**src/rtl/sft_pkg.sv**
```systemverilog
// Package for the spring follow tracker: widths, register indexes, state types
// and saturation helpers shared by the tracker top level and its scaling unit.
// No dependencies.
package sft_pkg;

    localparam int POS_W  = 32;
    localparam int GI_W   = 41;
    localparam int HW     = GI_W + 3;
    localparam int KW     = 16;
    localparam int VW     = 32;
    localparam int DT_W   = 16;
    localparam int LIM_W  = 31;
    localparam int CFG_W  = 32;
    localparam int ADDR_W = 3;
    localparam int CNT_W  = 5;

    localparam logic [KW-1:0]    RST_GAIN_K = 16'd2560;
    localparam logic [KW-1:0]    RST_GAIN_D = 16'd2560;
    localparam logic [LIM_W-1:0] RST_LIMIT  = 31'd1536000;
    localparam logic [3:0]       RST_FLAGS  = 4'd3;

    localparam int FLAG_FX     = 0;
    localparam int FLAG_FY     = 1;
    localparam int FLAG_SPRING = 2;
    localparam int FLAG_CLAMP  = 3;

    typedef enum logic [ADDR_W-1:0] {
        CFG_GAIN_K = 3'd0,
        CFG_GAIN_D = 3'd1,
        CFG_LIMIT  = 3'd2,
        CFG_FLAGS  = 3'd3,
        CFG_MIN_X  = 3'd4,
        CFG_MAX_X  = 3'd5,
        CFG_MIN_Y  = 3'd6,
        CFG_MAX_Y  = 3'd7
    } t_cfg_idx;

    typedef enum logic [3:0] {
        S_IDLE, S_PREP, S_DIFF, S_GAIN, S_VEL, S_SQR, S_CMP,
        S_SCALE, S_STEP, S_POS, S_CLAMP, S_DONE
    } t_state;

    typedef enum logic [2:0] {
        P_IDLE, P_ROOT, P_MUL, P_DIV, P_DONE
    } t_scl_state;

    typedef struct packed {
        logic busy;
        logic done;
    } t_scale_stat;

    function automatic logic signed [POS_W-1:0] sat_pos(input logic signed [63:0] v);
        logic signed [63:0] hi_lim;
        logic signed [63:0] lo_lim;
        hi_lim = (64'sd1 <<< (POS_W - 1)) - 64'sd1;
        lo_lim = -hi_lim - 64'sd1;
        if (v > hi_lim) begin
            sat_pos = hi_lim[POS_W-1:0];
        end else if (v < lo_lim) begin
            sat_pos = lo_lim[POS_W-1:0];
        end else begin
            sat_pos = v[POS_W-1:0];
        end
    endfunction

    function automatic logic signed [GI_W-1:0] sat_gi(input logic signed [63:0] v);
        logic signed [63:0] hi_lim;
        logic signed [63:0] lo_lim;
        hi_lim = (64'sd1 <<< (GI_W - 1)) - 64'sd1;
        lo_lim = -hi_lim - 64'sd1;
        if (v > hi_lim) begin
            sat_gi = hi_lim[GI_W-1:0];
        end else if (v < lo_lim) begin
            sat_gi = lo_lim[GI_W-1:0];
        end else begin
            sat_gi = v[GI_W-1:0];
        end
    endfunction

    function automatic logic signed [VW-1:0] sat_vel(input logic signed [63:0] v);
        logic signed [63:0] hi_lim;
        logic signed [63:0] lo_lim;
        hi_lim = (64'sd1 <<< (VW - 1)) - 64'sd1;
        lo_lim = -hi_lim - 64'sd1;
        if (v > hi_lim) begin
            sat_vel = hi_lim[VW-1:0];
        end else if (v < lo_lim) begin
            sat_vel = lo_lim[VW-1:0];
        end else begin
            sat_vel = v[VW-1:0];
        end
    endfunction

endpackage

```
**src/rtl/spring_follow_tracker_2d.sv**
```systemverilog
// Spring follow tracker top level: stream ports, register file, update sequencer
// with bit-serial gain, square and time step units. Depends on sft_pkg, sft_scale.
// Sequence: with spring mode off a transfer runs S_PREP, S_CLAMP, S_DONE; with
//   spring mode on also S_DIFF, the gain, S_VEL, the squares, S_CMP, the time
//   step and S_POS; when the speed limit clips, S_SCALE waits on the square root,
//   product and division in sft_scale. Flow: one item at a time; the next transfer
//   is taken once a result is registered at the output. Reset (synchronous)
//   restores register defaults and zero tracked position and error.
module spring_follow_tracker_2d (
    input  logic        i_clk,
    input  logic        i_rst_n,
    input  logic        i_s_tvalid,
    output logic        o_s_tready,
    input  logic [79:0] i_s_tdata,   // target_x, target_y, time_step
    output logic        o_m_tvalid,
    input  logic        i_m_tready,
    output logic [63:0] o_m_tdata,   // pos_x, pos_y
    output logic        o_m_tuser,   // speed_clipped
    input  logic        i_cfg_we,
    input  logic [sft_pkg::ADDR_W-1:0] i_cfg_addr,
    input  logic [sft_pkg::CFG_W-1:0]  i_cfg_wdata
);

    localparam int PW = sft_pkg::POS_W;
    localparam int HW = sft_pkg::HW;

    sft_pkg::t_state r_state, n_state;
    logic [sft_pkg::KW-1:0]    r_gain_k, r_gain_d;
    logic [sft_pkg::LIM_W-1:0] r_lim;
    logic [3:0]                r_flags;
    logic [31:0]               r_bmin [2];
    logic [31:0]               r_bmax [2];

    logic signed [PW-1:0] r_trk [2];
    logic signed [PW-1:0] n_trk [2];
    logic signed [PW-1:0] r_lerr [2];
    logic signed [PW-1:0] n_lerr [2];
    logic signed [PW-1:0] r_tgt [2];
    logic signed [PW-1:0] n_tgt [2];
    logic signed [PW-1:0] r_err [2];
    logic signed [PW-1:0] n_err [2];
    logic signed [sft_pkg::GI_W-1:0] r_ge [2];
    logic signed [sft_pkg::GI_W-1:0] n_ge [2];
    logic signed [sft_pkg::GI_W-1:0] r_gd [2];
    logic signed [sft_pkg::GI_W-1:0] n_gd [2];
    logic signed [HW-1:0] r_gh [2];
    logic signed [HW-1:0] n_gh [2];
    logic [15:0] r_gl [2];
    logic [15:0] n_gl [2];
    logic signed [sft_pkg::VW-1:0] r_vel [2];
    logic signed [sft_pkg::VW-1:0] n_vel [2];
    logic [sft_pkg::VW-1:0] r_mag [2];
    logic [sft_pkg::VW-1:0] n_mag [2];
    logic [31:0] r_sa [2];
    logic [31:0] n_sa [2];
    logic signed [33:0] r_sth [2];
    logic signed [33:0] n_sth [2];
    logic [sft_pkg::KW-1:0] r_ks, n_ks, r_ds, n_ds;
    logic [33:0] r_sh, n_sh;
    logic [31:0] r_sl, n_sl, r_lh, n_lh, r_ll, n_ll, r_ls, n_ls;
    logic [sft_pkg::DT_W-1:0] r_dt, n_dt, r_dts, n_dts;
    logic [sft_pkg::CNT_W-1:0] r_cnt, n_cnt;
    logic r_clip, n_clip;
    logic r_out_valid, n_out_valid;
    logic [31:0] r_out_x, n_out_x, r_out_y, n_out_y;
    logic r_out_clip, n_out_clip;

    logic w_accept;
    logic w_start;
    logic signed [HW:0] w_gt [2];
    logic signed [HW:0] w_gs [2];
    logic signed [sft_pkg::VW-1:0] w_v [2];
    logic signed [sft_pkg::VW:0] w_v33 [2];
    logic signed [34:0] w_ps [2];
    logic signed [PW-1:0] w_e [2];
    logic signed [PW-1:0] w_p [2];
    logic signed [PW-1:0] w_lo [2];
    logic signed [PW-1:0] w_hi [2];
    logic signed [sft_pkg::VW:0] w_r33 [2];
    logic [34:0] w_ss;
    logic [32:0] w_ls;
    logic [sft_pkg::LIM_W-1:0] w_res [2];
    sft_pkg::t_scale_stat w_stat;

    assign w_accept   = i_s_tvalid && o_s_tready;
    assign o_s_tready = (r_state == sft_pkg::S_IDLE);
    assign o_m_tvalid = r_out_valid;
    assign o_m_tdata  = {r_out_y, r_out_x};
    assign o_m_tuser  = r_out_clip;

    sft_scale u_scale (
        .i_clk   (i_clk),
        .i_rst_n (i_rst_n),
        .i_start (w_start),
        .i_sum   ({r_sh[31:0], r_sl}),
        .i_mag   (r_mag),
        .i_lim   (r_lim),
        .o_stat  (w_stat),
        .o_res   (w_res)
    );

    always_ff @(posedge i_clk) begin
        if (!i_rst_n) begin
            r_state     <= sft_pkg::S_IDLE;
            r_out_valid <= 1'b0;
            r_cnt       <= '0;
            r_gain_k    <= sft_pkg::RST_GAIN_K;
            r_gain_d    <= sft_pkg::RST_GAIN_D;
            r_lim       <= sft_pkg::RST_LIMIT;
            r_flags     <= sft_pkg::RST_FLAGS;
            for (int l = 0; l < 2; l++) begin
                r_bmin[l] <= '0;
                r_bmax[l] <= '0;
                r_trk[l]  <= '0;
                r_lerr[l] <= '0;
            end
        end else begin
            r_state     <= n_state;
            r_out_valid <= n_out_valid;
            r_cnt       <= n_cnt;
            r_trk       <= n_trk;
            r_lerr      <= n_lerr;
            if (i_cfg_we) begin
                case (sft_pkg::t_cfg_idx'(i_cfg_addr))
                    sft_pkg::CFG_GAIN_K: r_gain_k  <= i_cfg_wdata[sft_pkg::KW-1:0];
                    sft_pkg::CFG_GAIN_D: r_gain_d  <= i_cfg_wdata[sft_pkg::KW-1:0];
                    sft_pkg::CFG_LIMIT:  r_lim     <= i_cfg_wdata[sft_pkg::LIM_W-1:0];
                    sft_pkg::CFG_FLAGS:  r_flags   <= i_cfg_wdata[3:0];
                    sft_pkg::CFG_MIN_X:  r_bmin[0] <= i_cfg_wdata;
                    sft_pkg::CFG_MAX_X:  r_bmax[0] <= i_cfg_wdata;
                    sft_pkg::CFG_MIN_Y:  r_bmin[1] <= i_cfg_wdata;
                    sft_pkg::CFG_MAX_Y:  r_bmax[1] <= i_cfg_wdata;
                    default: ;
                endcase
            end
        end
    end

    always_ff @(posedge i_clk) begin
        r_tgt      <= n_tgt;
        r_err      <= n_err;
        r_ge       <= n_ge;
        r_gd       <= n_gd;
        r_gh       <= n_gh;
        r_gl       <= n_gl;
        r_vel      <= n_vel;
        r_mag      <= n_mag;
        r_sa       <= n_sa;
        r_sth      <= n_sth;
        r_ks       <= n_ks;
        r_ds       <= n_ds;
        r_sh       <= n_sh;
        r_sl       <= n_sl;
        r_lh       <= n_lh;
        r_ll       <= n_ll;
        r_ls       <= n_ls;
        r_dt       <= n_dt;
        r_dts      <= n_dts;
        r_clip     <= n_clip;
        r_out_x    <= n_out_x;
        r_out_y    <= n_out_y;
        r_out_clip <= n_out_clip;
    end

    always_comb begin
        n_state     = r_state;
        n_trk       = r_trk;
        n_lerr      = r_lerr;
        n_tgt       = r_tgt;
        n_err       = r_err;
        n_ge        = r_ge;
        n_gd        = r_gd;
        n_gh        = r_gh;
        n_gl        = r_gl;
        n_vel       = r_vel;
        n_mag       = r_mag;
        n_sa        = r_sa;
        n_sth       = r_sth;
        n_ks        = r_ks;
        n_ds        = r_ds;
        n_sh        = r_sh;
        n_sl        = r_sl;
        n_lh        = r_lh;
        n_ll        = r_ll;
        n_ls        = r_ls;
        n_dt        = r_dt;
        n_dts       = r_dts;
        n_cnt       = r_cnt;
        n_clip      = r_clip;
        n_out_valid = r_out_valid;
        n_out_x     = r_out_x;
        n_out_y     = r_out_y;
        n_out_clip  = r_out_clip;
        w_start     = 1'b0;

        for (int l = 0; l < 2; l++) begin
            w_gt[l]  = (r_ks[0] ? (HW+1)'(r_ge[l]) : '0) - (r_ds[0] ? (HW+1)'(r_gd[l]) : '0);
            w_gs[l]  = (HW+1)'(r_gh[l]) + w_gt[l];
            w_v[l]   = r_flags[l] ? sft_pkg::sat_vel(64'(signed'({r_gh[l], r_gl[l][15:8]})))
                                  : '0;
            w_v33[l] = (sft_pkg::VW+1)'(w_v[l]);
            w_ps[l]  = 35'(r_sth[l]) + (r_dts[0] ? 35'(r_vel[l]) : 35'sd0);
            w_e[l]   = sft_pkg::sat_pos(64'(r_tgt[l]) - 64'(r_trk[l]));
            w_lo[l]  = sft_pkg::sat_pos(64'(signed'(r_bmin[l])));
            w_hi[l]  = sft_pkg::sat_pos(64'(signed'(r_bmax[l])));
            w_p[l]   = r_trk[l];
            if (w_p[l] < w_lo[l]) begin
                w_p[l] = w_lo[l];
            end
            if (w_p[l] > w_hi[l]) begin
                w_p[l] = w_hi[l];
            end
            w_r33[l] = (sft_pkg::VW+1)'({1'b0, w_res[l]});
        end
        w_ss = {1'b0, r_sh} + (r_sa[0][0] ? {3'b000, r_mag[0]} : 35'd0)
             + (r_sa[1][0] ? {3'b000, r_mag[1]} : 35'd0);
        w_ls = {1'b0, r_lh} + (r_ls[0] ? {2'b00, r_lim} : 33'd0);

        if (r_out_valid && i_m_tready) begin
            n_out_valid = 1'b0;
        end

        case (r_state)
            sft_pkg::S_IDLE: begin
                if (w_accept) begin
                    n_tgt[0] = sft_pkg::sat_pos(64'(signed'(i_s_tdata[31:0])));
                    n_tgt[1] = sft_pkg::sat_pos(64'(signed'(i_s_tdata[63:32])));
                    n_dt     = i_s_tdata[79:64];
                    n_clip   = 1'b0;
                    n_state  = sft_pkg::S_PREP;
                end
            end
            sft_pkg::S_PREP: begin
                if (r_flags[sft_pkg::FLAG_SPRING]) begin
                    n_err   = w_e;
                    n_state = sft_pkg::S_DIFF;
                end else begin
                    for (int l = 0; l < 2; l++) begin
                        if (r_flags[l]) begin
                            n_trk[l] = r_tgt[l];
                        end
                    end
                    n_state = sft_pkg::S_CLAMP;
                end
            end
            sft_pkg::S_DIFF: begin
                for (int l = 0; l < 2; l++) begin
                    n_ge[l] = sft_pkg::sat_gi(64'(r_err[l]));
                    n_gd[l] = sft_pkg::sat_gi(64'(r_err[l]) - 64'(r_lerr[l]));
                    n_gh[l] = '0;
                end
                n_ks    = r_gain_k;
                n_ds    = r_gain_d;
                n_cnt   = '0;
                n_state = sft_pkg::S_GAIN;
            end
            sft_pkg::S_GAIN: begin
                for (int l = 0; l < 2; l++) begin
                    n_gh[l] = w_gs[l][HW:1];
                    n_gl[l] = {w_gs[l][0], r_gl[l][15:1]};
                end
                n_ks  = r_ks >> 1;
                n_ds  = r_ds >> 1;
                n_cnt = r_cnt + 1'b1;
                if (r_cnt[3:0] == 4'd15) begin
                    n_state = sft_pkg::S_VEL;
                end
            end
            sft_pkg::S_VEL: begin
                for (int l = 0; l < 2; l++) begin
                    n_vel[l] = w_v[l];
                    n_mag[l] = w_v[l][sft_pkg::VW-1] ? 32'(-w_v33[l]) : 32'(w_v33[l]);
                    n_sa[l]  = n_mag[l];
                end
                n_ls    = {1'b0, r_lim};
                n_sh    = '0;
                n_lh    = '0;
                n_cnt   = '0;
                n_state = sft_pkg::S_SQR;
            end
            sft_pkg::S_SQR: begin
                n_sh = w_ss[34:1];
                n_sl = {w_ss[0], r_sl[31:1]};
                n_lh = w_ls[32:1];
                n_ll = {w_ls[0], r_ll[31:1]};
                for (int l = 0; l < 2; l++) begin
                    n_sa[l] = r_sa[l] >> 1;
                end
                n_ls  = r_ls >> 1;
                n_cnt = r_cnt + 1'b1;
                if (&r_cnt) begin
                    n_state = sft_pkg::S_CMP;
                end
            end
            sft_pkg::S_CMP: begin
                n_sth[0] = '0;
                n_sth[1] = '0;
                n_dts    = r_dt;
                n_cnt    = '0;
                if ({r_sh[31:0], r_sl} > {r_lh, r_ll}) begin
                    n_clip  = 1'b1;
                    w_start = 1'b1;
                    n_state = sft_pkg::S_SCALE;
                end else begin
                    n_state = sft_pkg::S_STEP;
                end
            end
            sft_pkg::S_SCALE: begin
                if (w_stat.done) begin
                    for (int l = 0; l < 2; l++) begin
                        n_vel[l] = r_vel[l][sft_pkg::VW-1] ? sft_pkg::VW'(-w_r33[l])
                                                            : sft_pkg::VW'(w_r33[l]);
                    end
                    n_state = sft_pkg::S_STEP;
                end
            end
            sft_pkg::S_STEP: begin
                for (int l = 0; l < 2; l++) begin
                    n_sth[l] = w_ps[l][34:1];
                end
                n_dts = r_dts >> 1;
                n_cnt = r_cnt + 1'b1;
                if (r_cnt[3:0] == 4'd15) begin
                    n_state = sft_pkg::S_POS;
                end
            end
            sft_pkg::S_POS: begin
                for (int l = 0; l < 2; l++) begin
                    n_trk[l]  = sft_pkg::sat_pos(64'(r_trk[l]) + 64'(r_sth[l]));
                    n_lerr[l] = r_err[l];
                end
                n_state = sft_pkg::S_CLAMP;
            end
            sft_pkg::S_CLAMP: begin
                if (r_flags[sft_pkg::FLAG_CLAMP]) begin
                    n_trk = w_p;
                end
                n_state = sft_pkg::S_DONE;
            end
            sft_pkg::S_DONE: begin
                if (!r_out_valid || i_m_tready) begin
                    n_out_valid = 1'b1;
                    n_out_x     = 32'(r_trk[0]);
                    n_out_y     = 32'(r_trk[1]);
                    n_out_clip  = r_clip;
                    n_state     = sft_pkg::S_IDLE;
                end
            end
            default: begin
                n_state = sft_pkg::S_IDLE;
            end
        endcase
    end

    ap_accept_starts: assert property (@(posedge i_clk) disable iff (!i_rst_n)
        w_accept |=> r_state == sft_pkg::S_PREP)
        else $error("transfer did not start an update");

    ap_done_in_scale: assert property (@(posedge i_clk) disable iff (!i_rst_n)
        w_stat.done |-> r_state == sft_pkg::S_SCALE)
        else $error("scale unit finished outside the wait state");

    ap_scale_busy: assert property (@(posedge i_clk) disable iff (!i_rst_n)
        (r_state == sft_pkg::S_SCALE && !w_stat.done) |-> w_stat.busy)
        else $error("waiting on an idle scale unit");

    ap_clip_spring: assert property (@(posedge i_clk) disable iff (!i_rst_n)
        (r_out_valid && r_out_clip) |-> r_flags[sft_pkg::FLAG_SPRING])
        else $error("clip flagged without spring mode");

    ap_result_loaded: assert property (@(posedge i_clk) disable iff (!i_rst_n)
        (r_state == sft_pkg::S_DONE && (!r_out_valid || i_m_tready)) |=> r_out_valid)
        else $error("finished update not presented");

endmodule

```
**src/rtl/sft_scale.sv**
```systemverilog
// Speed limit scaling unit: bit-serial square root of the squared speed, then
// per axis a shift-add product with the limit and a restoring division.
// Depends on sft_pkg.
module sft_scale (
    input  logic                             i_clk,
    input  logic                             i_rst_n,
    input  logic                             i_start,
    input  logic [63:0]                      i_sum,
    input  logic [sft_pkg::VW-1:0]           i_mag [2],
    input  logic [sft_pkg::LIM_W-1:0]        i_lim,
    output sft_pkg::t_scale_stat             o_stat,
    output logic [sft_pkg::LIM_W-1:0]        o_res [2]
);

    sft_pkg::t_scl_state r_state, n_state;
    logic [sft_pkg::CNT_W-1:0] r_cnt, n_cnt;
    logic [63:0] r_rad, n_rad;
    logic [33:0] r_rem, n_rem;
    logic [31:0] r_root, n_root;
    logic [31:0] r_ls, n_ls;
    logic [31:0] r_mag [2];
    logic [31:0] n_mag [2];
    logic [31:0] r_hi [2];
    logic [31:0] n_hi [2];
    logic [31:0] r_lo [2];
    logic [31:0] n_lo [2];

    logic [35:0] w_rt;
    logic [35:0] w_tr;
    logic [32:0] w_ms [2];
    logic [32:0] w_dt [2];

    always_ff @(posedge i_clk) begin
        if (!i_rst_n) begin
            r_state <= sft_pkg::P_IDLE;
            r_cnt   <= '0;
        end else begin
            r_state <= n_state;
            r_cnt   <= n_cnt;
        end
    end

    always_ff @(posedge i_clk) begin
        r_rad  <= n_rad;
        r_rem  <= n_rem;
        r_root <= n_root;
        r_ls   <= n_ls;
        for (int l = 0; l < 2; l++) begin
            r_mag[l] <= n_mag[l];
            r_hi[l]  <= n_hi[l];
            r_lo[l]  <= n_lo[l];
        end
    end

    always_comb begin
        n_state = r_state;
        n_cnt   = r_cnt;
        n_rad   = r_rad;
        n_rem   = r_rem;
        n_root  = r_root;
        n_ls    = r_ls;
        for (int l = 0; l < 2; l++) begin
            n_mag[l] = r_mag[l];
            n_hi[l]  = r_hi[l];
            n_lo[l]  = r_lo[l];
            w_ms[l]  = {1'b0, r_hi[l]} + (r_ls[0] ? {1'b0, r_mag[l]} : 33'd0);
            w_dt[l]  = {r_hi[l], r_lo[l][31]};
        end
        w_rt = {r_rem, r_rad[63:62]};
        w_tr = {2'b00, r_root, 2'b01};
        o_stat.busy = (r_state != sft_pkg::P_IDLE);
        o_stat.done = 1'b0;
        case (r_state)
            sft_pkg::P_IDLE: begin
                if (i_start) begin
                    n_rad   = i_sum;
                    n_rem   = '0;
                    n_root  = '0;
                    n_ls    = {1'b0, i_lim};
                    n_mag   = i_mag;
                    n_cnt   = '0;
                    n_state = sft_pkg::P_ROOT;
                end
            end
            sft_pkg::P_ROOT: begin
                n_rad = {r_rad[61:0], 2'b00};
                if (w_rt >= w_tr) begin
                    n_rem  = 34'(w_rt - w_tr);
                    n_root = {r_root[30:0], 1'b1};
                end else begin
                    n_rem  = w_rt[33:0];
                    n_root = {r_root[30:0], 1'b0};
                end
                n_cnt = r_cnt + 1'b1;
                if (&r_cnt) begin
                    for (int l = 0; l < 2; l++) begin
                        n_hi[l] = '0;
                        n_lo[l] = '0;
                    end
                    n_state = sft_pkg::P_MUL;
                end
            end
            sft_pkg::P_MUL: begin
                for (int l = 0; l < 2; l++) begin
                    n_hi[l] = w_ms[l][32:1];
                    n_lo[l] = {w_ms[l][0], r_lo[l][31:1]};
                end
                n_ls  = r_ls >> 1;
                n_cnt = r_cnt + 1'b1;
                if (&r_cnt) begin
                    n_state = sft_pkg::P_DIV;
                end
            end
            sft_pkg::P_DIV: begin
                for (int l = 0; l < 2; l++) begin
                    if (w_dt[l] >= {1'b0, r_root}) begin
                        n_hi[l] = 32'(w_dt[l] - {1'b0, r_root});
                        n_lo[l] = {r_lo[l][30:0], 1'b1};
                    end else begin
                        n_hi[l] = w_dt[l][31:0];
                        n_lo[l] = {r_lo[l][30:0], 1'b0};
                    end
                end
                n_cnt = r_cnt + 1'b1;
                if (&r_cnt) begin
                    n_state = sft_pkg::P_DONE;
                end
            end
            sft_pkg::P_DONE: begin
                o_stat.done = 1'b1;
                n_state     = sft_pkg::P_IDLE;
            end
            default: begin
                n_state = sft_pkg::P_IDLE;
            end
        endcase
    end

    assign o_res[0] = r_lo[0][sft_pkg::LIM_W-1:0];
    assign o_res[1] = r_lo[1][sft_pkg::LIM_W-1:0];

endmodule
```
**config.mk**
```make
export PLATFORM = sky130hd
export DESIGN_NAME = spring_follow_tracker_2d
export DESIGN_NICKNAME = d
export VERILOG_FILES = /design/src/rtl/sft_pkg.sv /design/src/rtl/spring_follow_tracker_2d.sv /design/src/rtl/sft_scale.sv
export SDC_FILE = /design/constraint.sdc
export NUM_CORES = 2
export LEC_CHECK = 0
export CORE_MARGIN = 8
export CORE_UTILIZATION = 40
export DETAILED_ROUTE_END_ITERATION = 6
export DONT_BUFFER_PORTS = 1
export PLACE_DENSITY = 0.64
export SKIP_LAST_GASP = 1
export SLEW_MARGIN = 15
export SYNTH_ARGS = -nofsm -noshare
export SYNTH_HDL_FRONTEND = slang
export SYNTH_SLANG_ARGS = --single-unit
```
**constraint.sdc**
```tcl
create_clock -name i_clk -period 24.7 [get_ports i_clk]
set_clock_uncertainty 0.1 [all_clocks]
set_input_delay 1.235 -clock i_clk [delete_from_list [all_inputs] [get_ports i_clk]]
set_output_delay 1.235 -clock i_clk [all_outputs]
set_load 0.03 [all_outputs]
```
==> results.toml <==
[drt]
vias = 77707
drc = 0
drtIter0Drc = 6978
avgRoutedWirePerCell_um = 24.9
avgViaCountPerCell = 5.68
postRouteAntennaNets = 0
drt_pass1_iterations = 6
wl_um = 340000

[synthesis]
synth_commonest_cells = "1398 x edfxtp_1, 1342 x nand2_1, 794 x a21oi_1"
ys_types = 80
synth_edf_count = 1398
synth.avg_cell_area_um2 = 9.78
synth-async-reset-ratio_pct = 0
synth_area_um2 = 101000
syn_inst = 10351
synthTopCellsByArea = "edfxtp_1 41%, ha_1 9.6%, nand2_1 5.0%"
yosys_warnings = 0
synth_ff_type = "edfxtp_1"
yosysMostFrequentCell = "edfxtp_1"
synth_top_cell_by_area = "edfxtp_1"
ys_seq_area_share_pct = 45.7
synth.top_cell.area_share_pct = 41.5
ys_seq_elements = 1611
synth_nets = 11380

[sta]
finalCritPeriodShare_pct = 29.1
setup_violations = 0
fmax_ghz = 0.139
whs_ns = 0.340
tns_ns = 0
rsz0062_at_grt = "no"
fin_crit_ns = 7.19
fin_ws_ns = 17.51
slew_violations = 0
worst_pin_slew_ns = 1.30
timing.final.hold_violations = 0
relSlewSlack_pct = 12.6

[setup_path]
worstSetupEndpointType = "flop"
worst-setup-path-type = "reg -> reg"
r2r_slack_ns = 17.51
cp_data_required_time_ns = 25.29
worstPathArrival_ns = 7.78
startpoint_type = "flop"
crit_fanout = 32

[cts]
root_buffer = "clkbuf_16"
cts_made_buffers = 187
post_cts_resize_count = 0
tritoncts = "yes"
insertion_delay_ns = 0.88
cts_hold_buf = 0
clk_pin_slew_ns = 0.06
htreeDepth = 4
cts_num_sinks = 1611
clk_path_buf_depth = 3
cts_setup_buffers = 0

[place]
pre_cts_ws_ns = 17.70
place_inst = 13284
numPortBuffers = 0
placed_area_um2 = 105000
hpwl_um = 260000
routabilityCongestion = 0.983

[grt]
busiest_layer = "met2"
grt.met3_usage_pct = 3.93
grt_overflow = 0
grt_max_degree = 108
antenna_found_initial = 33
grt_pass1_wl_um = 496000
first_global_vias = 75126
gr-usage-met1_pct = 31.7
grt_use_met2_pct = 38.6
grt.total_usage_pct = 24.3

[worst_hold_path]
hp-class = "reg -> reg"

[cells_and_area]
fin_cells = 13673
syn_to_final_growth_pct = 9.83
fill_cells = 23839
drive_above_1_share_pct = 5.39
fin_area_um2 = 111000
nets = 11154

[pwr]
ir_worst_vdd_v = 0.0000695
power_density_nw_per_um2 = 103
leakage_nw = 44.8

[floorplan]
dieWidth_um = 519
ioPinCount = 187
die_area_um2 = 269000
core_area_um2 = 251000
die_h_um = 519
start_util_pct = 40.3
fp-row-count = 184

[status]
status = "completed"

[job]
maxCapViolations = 0
## worst paths after layout
kind	start	endpoint	cells past startpoint
worst max-delay path	r_bmin[0][9]$_DFFE_PP_	r_trk[56]$_SDFFE_PN0P_	24
worst min-delay path	r_mag[25]$_DFFE_PP_	u_scale.r_mag[0][57]$_DFFE_PP_	0
worst max register to register	r_bmin[0][9]$_DFFE_PP_	r_trk[56]$_SDFFE_PN0P_	24
worst min register to register	r_mag[25]$_DFFE_PP_	u_scale.r_mag[0][57]$_DFFE_PP_	0
## worst max-delay path, stage by stage (launching register included)
cell and delay, ns:
edfxtp_1 0.42, inv_1 0.08, ha_1 0.24, a21o_1 0.19, a21o_1 0.17, a21oi_1 0.14
nor2b_1 0.06, o21ai_0 0.30, a311o_1 0.27, nand3_1 0.12, mux2i_4 0.78, buf_4 0.47
o21ai_0 0.20, ha_1 0.35, a21o_1 0.20, a21o_1 0.17, a21oi_1 0.22, o22ai_1 0.19
o32ai_1 0.44, o21ai_0 0.17, a21oi_2 0.56, buf_4 0.48, mux2_2 0.38, a22oi_1 0.15
a31oi_1 0.10
## power breakdown
group | leakage (nW) | switching [mW] | internal (mW)
registers | 14.3 | 0.353 | 3.42
logic | 27.3 | 3.02 | 1.69
clock network | 3.15 | 1.24 | 1.74
total | 44.8 | 4.61 | 6.85
## routing by layer
layer	vias to the layer above	part of all wire, %
met5	-	0.026
met1	37886	42
met2	2695	45
met3	674	6.4
li1	36438	-
met4	14	6.5
## flip-flops by register name (all words and copies together), names as in the netlist, 66 cells and up
name and count:
r_gh 88, r_gd 68, r_sth 68, r_ge 66
## cell type report
class	count	area, um^2	share of cell area, %
inverter	771	2900	2.61
tap	3348	4190	3.77
antenna	40	100	0.0901
clock buffer	224	4920	4.43
clock inverter	125	1600	1.44
multi-input combinational	7464	50500	45.4
sequential	1611	46200	41.6
timing repair buffer	90	676	0.608
## per-stage QoR
stage          util, %  total power, mW
6_report          44.2             11.5
5_1_grt           44.2             12.1
2_1_floorplan        -             6.94
4_1_cts           44.2             11.4
3_5_place_dp      41.6             8.44
3_3_place_gp      41.6             8.40
## cell usage in the layout, fill, tap and decap left out, types with 27 or more instances in the layout
cell type and instances:
nand2_1 1336, ha_1 775, and3_1 82, a31oi_1 85, a22o_1 59, buf_4 90, diode_2 40, o211ai_1 44
nor4_1 42, or2_2 33, a211oi_1 61, nand3_1 142, o22ai_1 66, nand4_1 84, fa_1 134, a21oi_1 792
edfxtp_1 1398, or3_1 38, clkinv_2 33, bufinv_16 29, nor2_1 729, a32o_1 59, nor3_1 118, dfxtp_1 213
o21ai_0 574, and2_1 360, o21a_1 76, a21o_1 379, a21boi_0 31, o21bai_1 68, nor2b_1 81, o31ai_1 55
xor2_1 230, clkbuf_1 27, xnor2_1 348, nand2b_1 107, clkbuf_16 187, mux2i_1 64, inv_1 767, mux2_2 41
## kinds of logic (layout without fill, tap and decap cells)
logic type | count (synthesis) | in the layout | share of synthesized area (%)
AO/OA/AOI/OAI | 2594 | 2594 | 16.2
adder cells (fa/ha/maj) | 918 | 918 | 12.3
buffers and inverters | 1276 | 1210 | 4.73
multiplexers | 106 | 106 | 1.10
flip-flops | 1611 | 1611 | 45.7
XOR/XNOR | 579 | 579 | 5.01
AND/OR/NAND/NOR | 3267 | 3267 | 14.9
other | 0 | 40 | 0
Note: power is estimated with default switching activity, not from simulation.
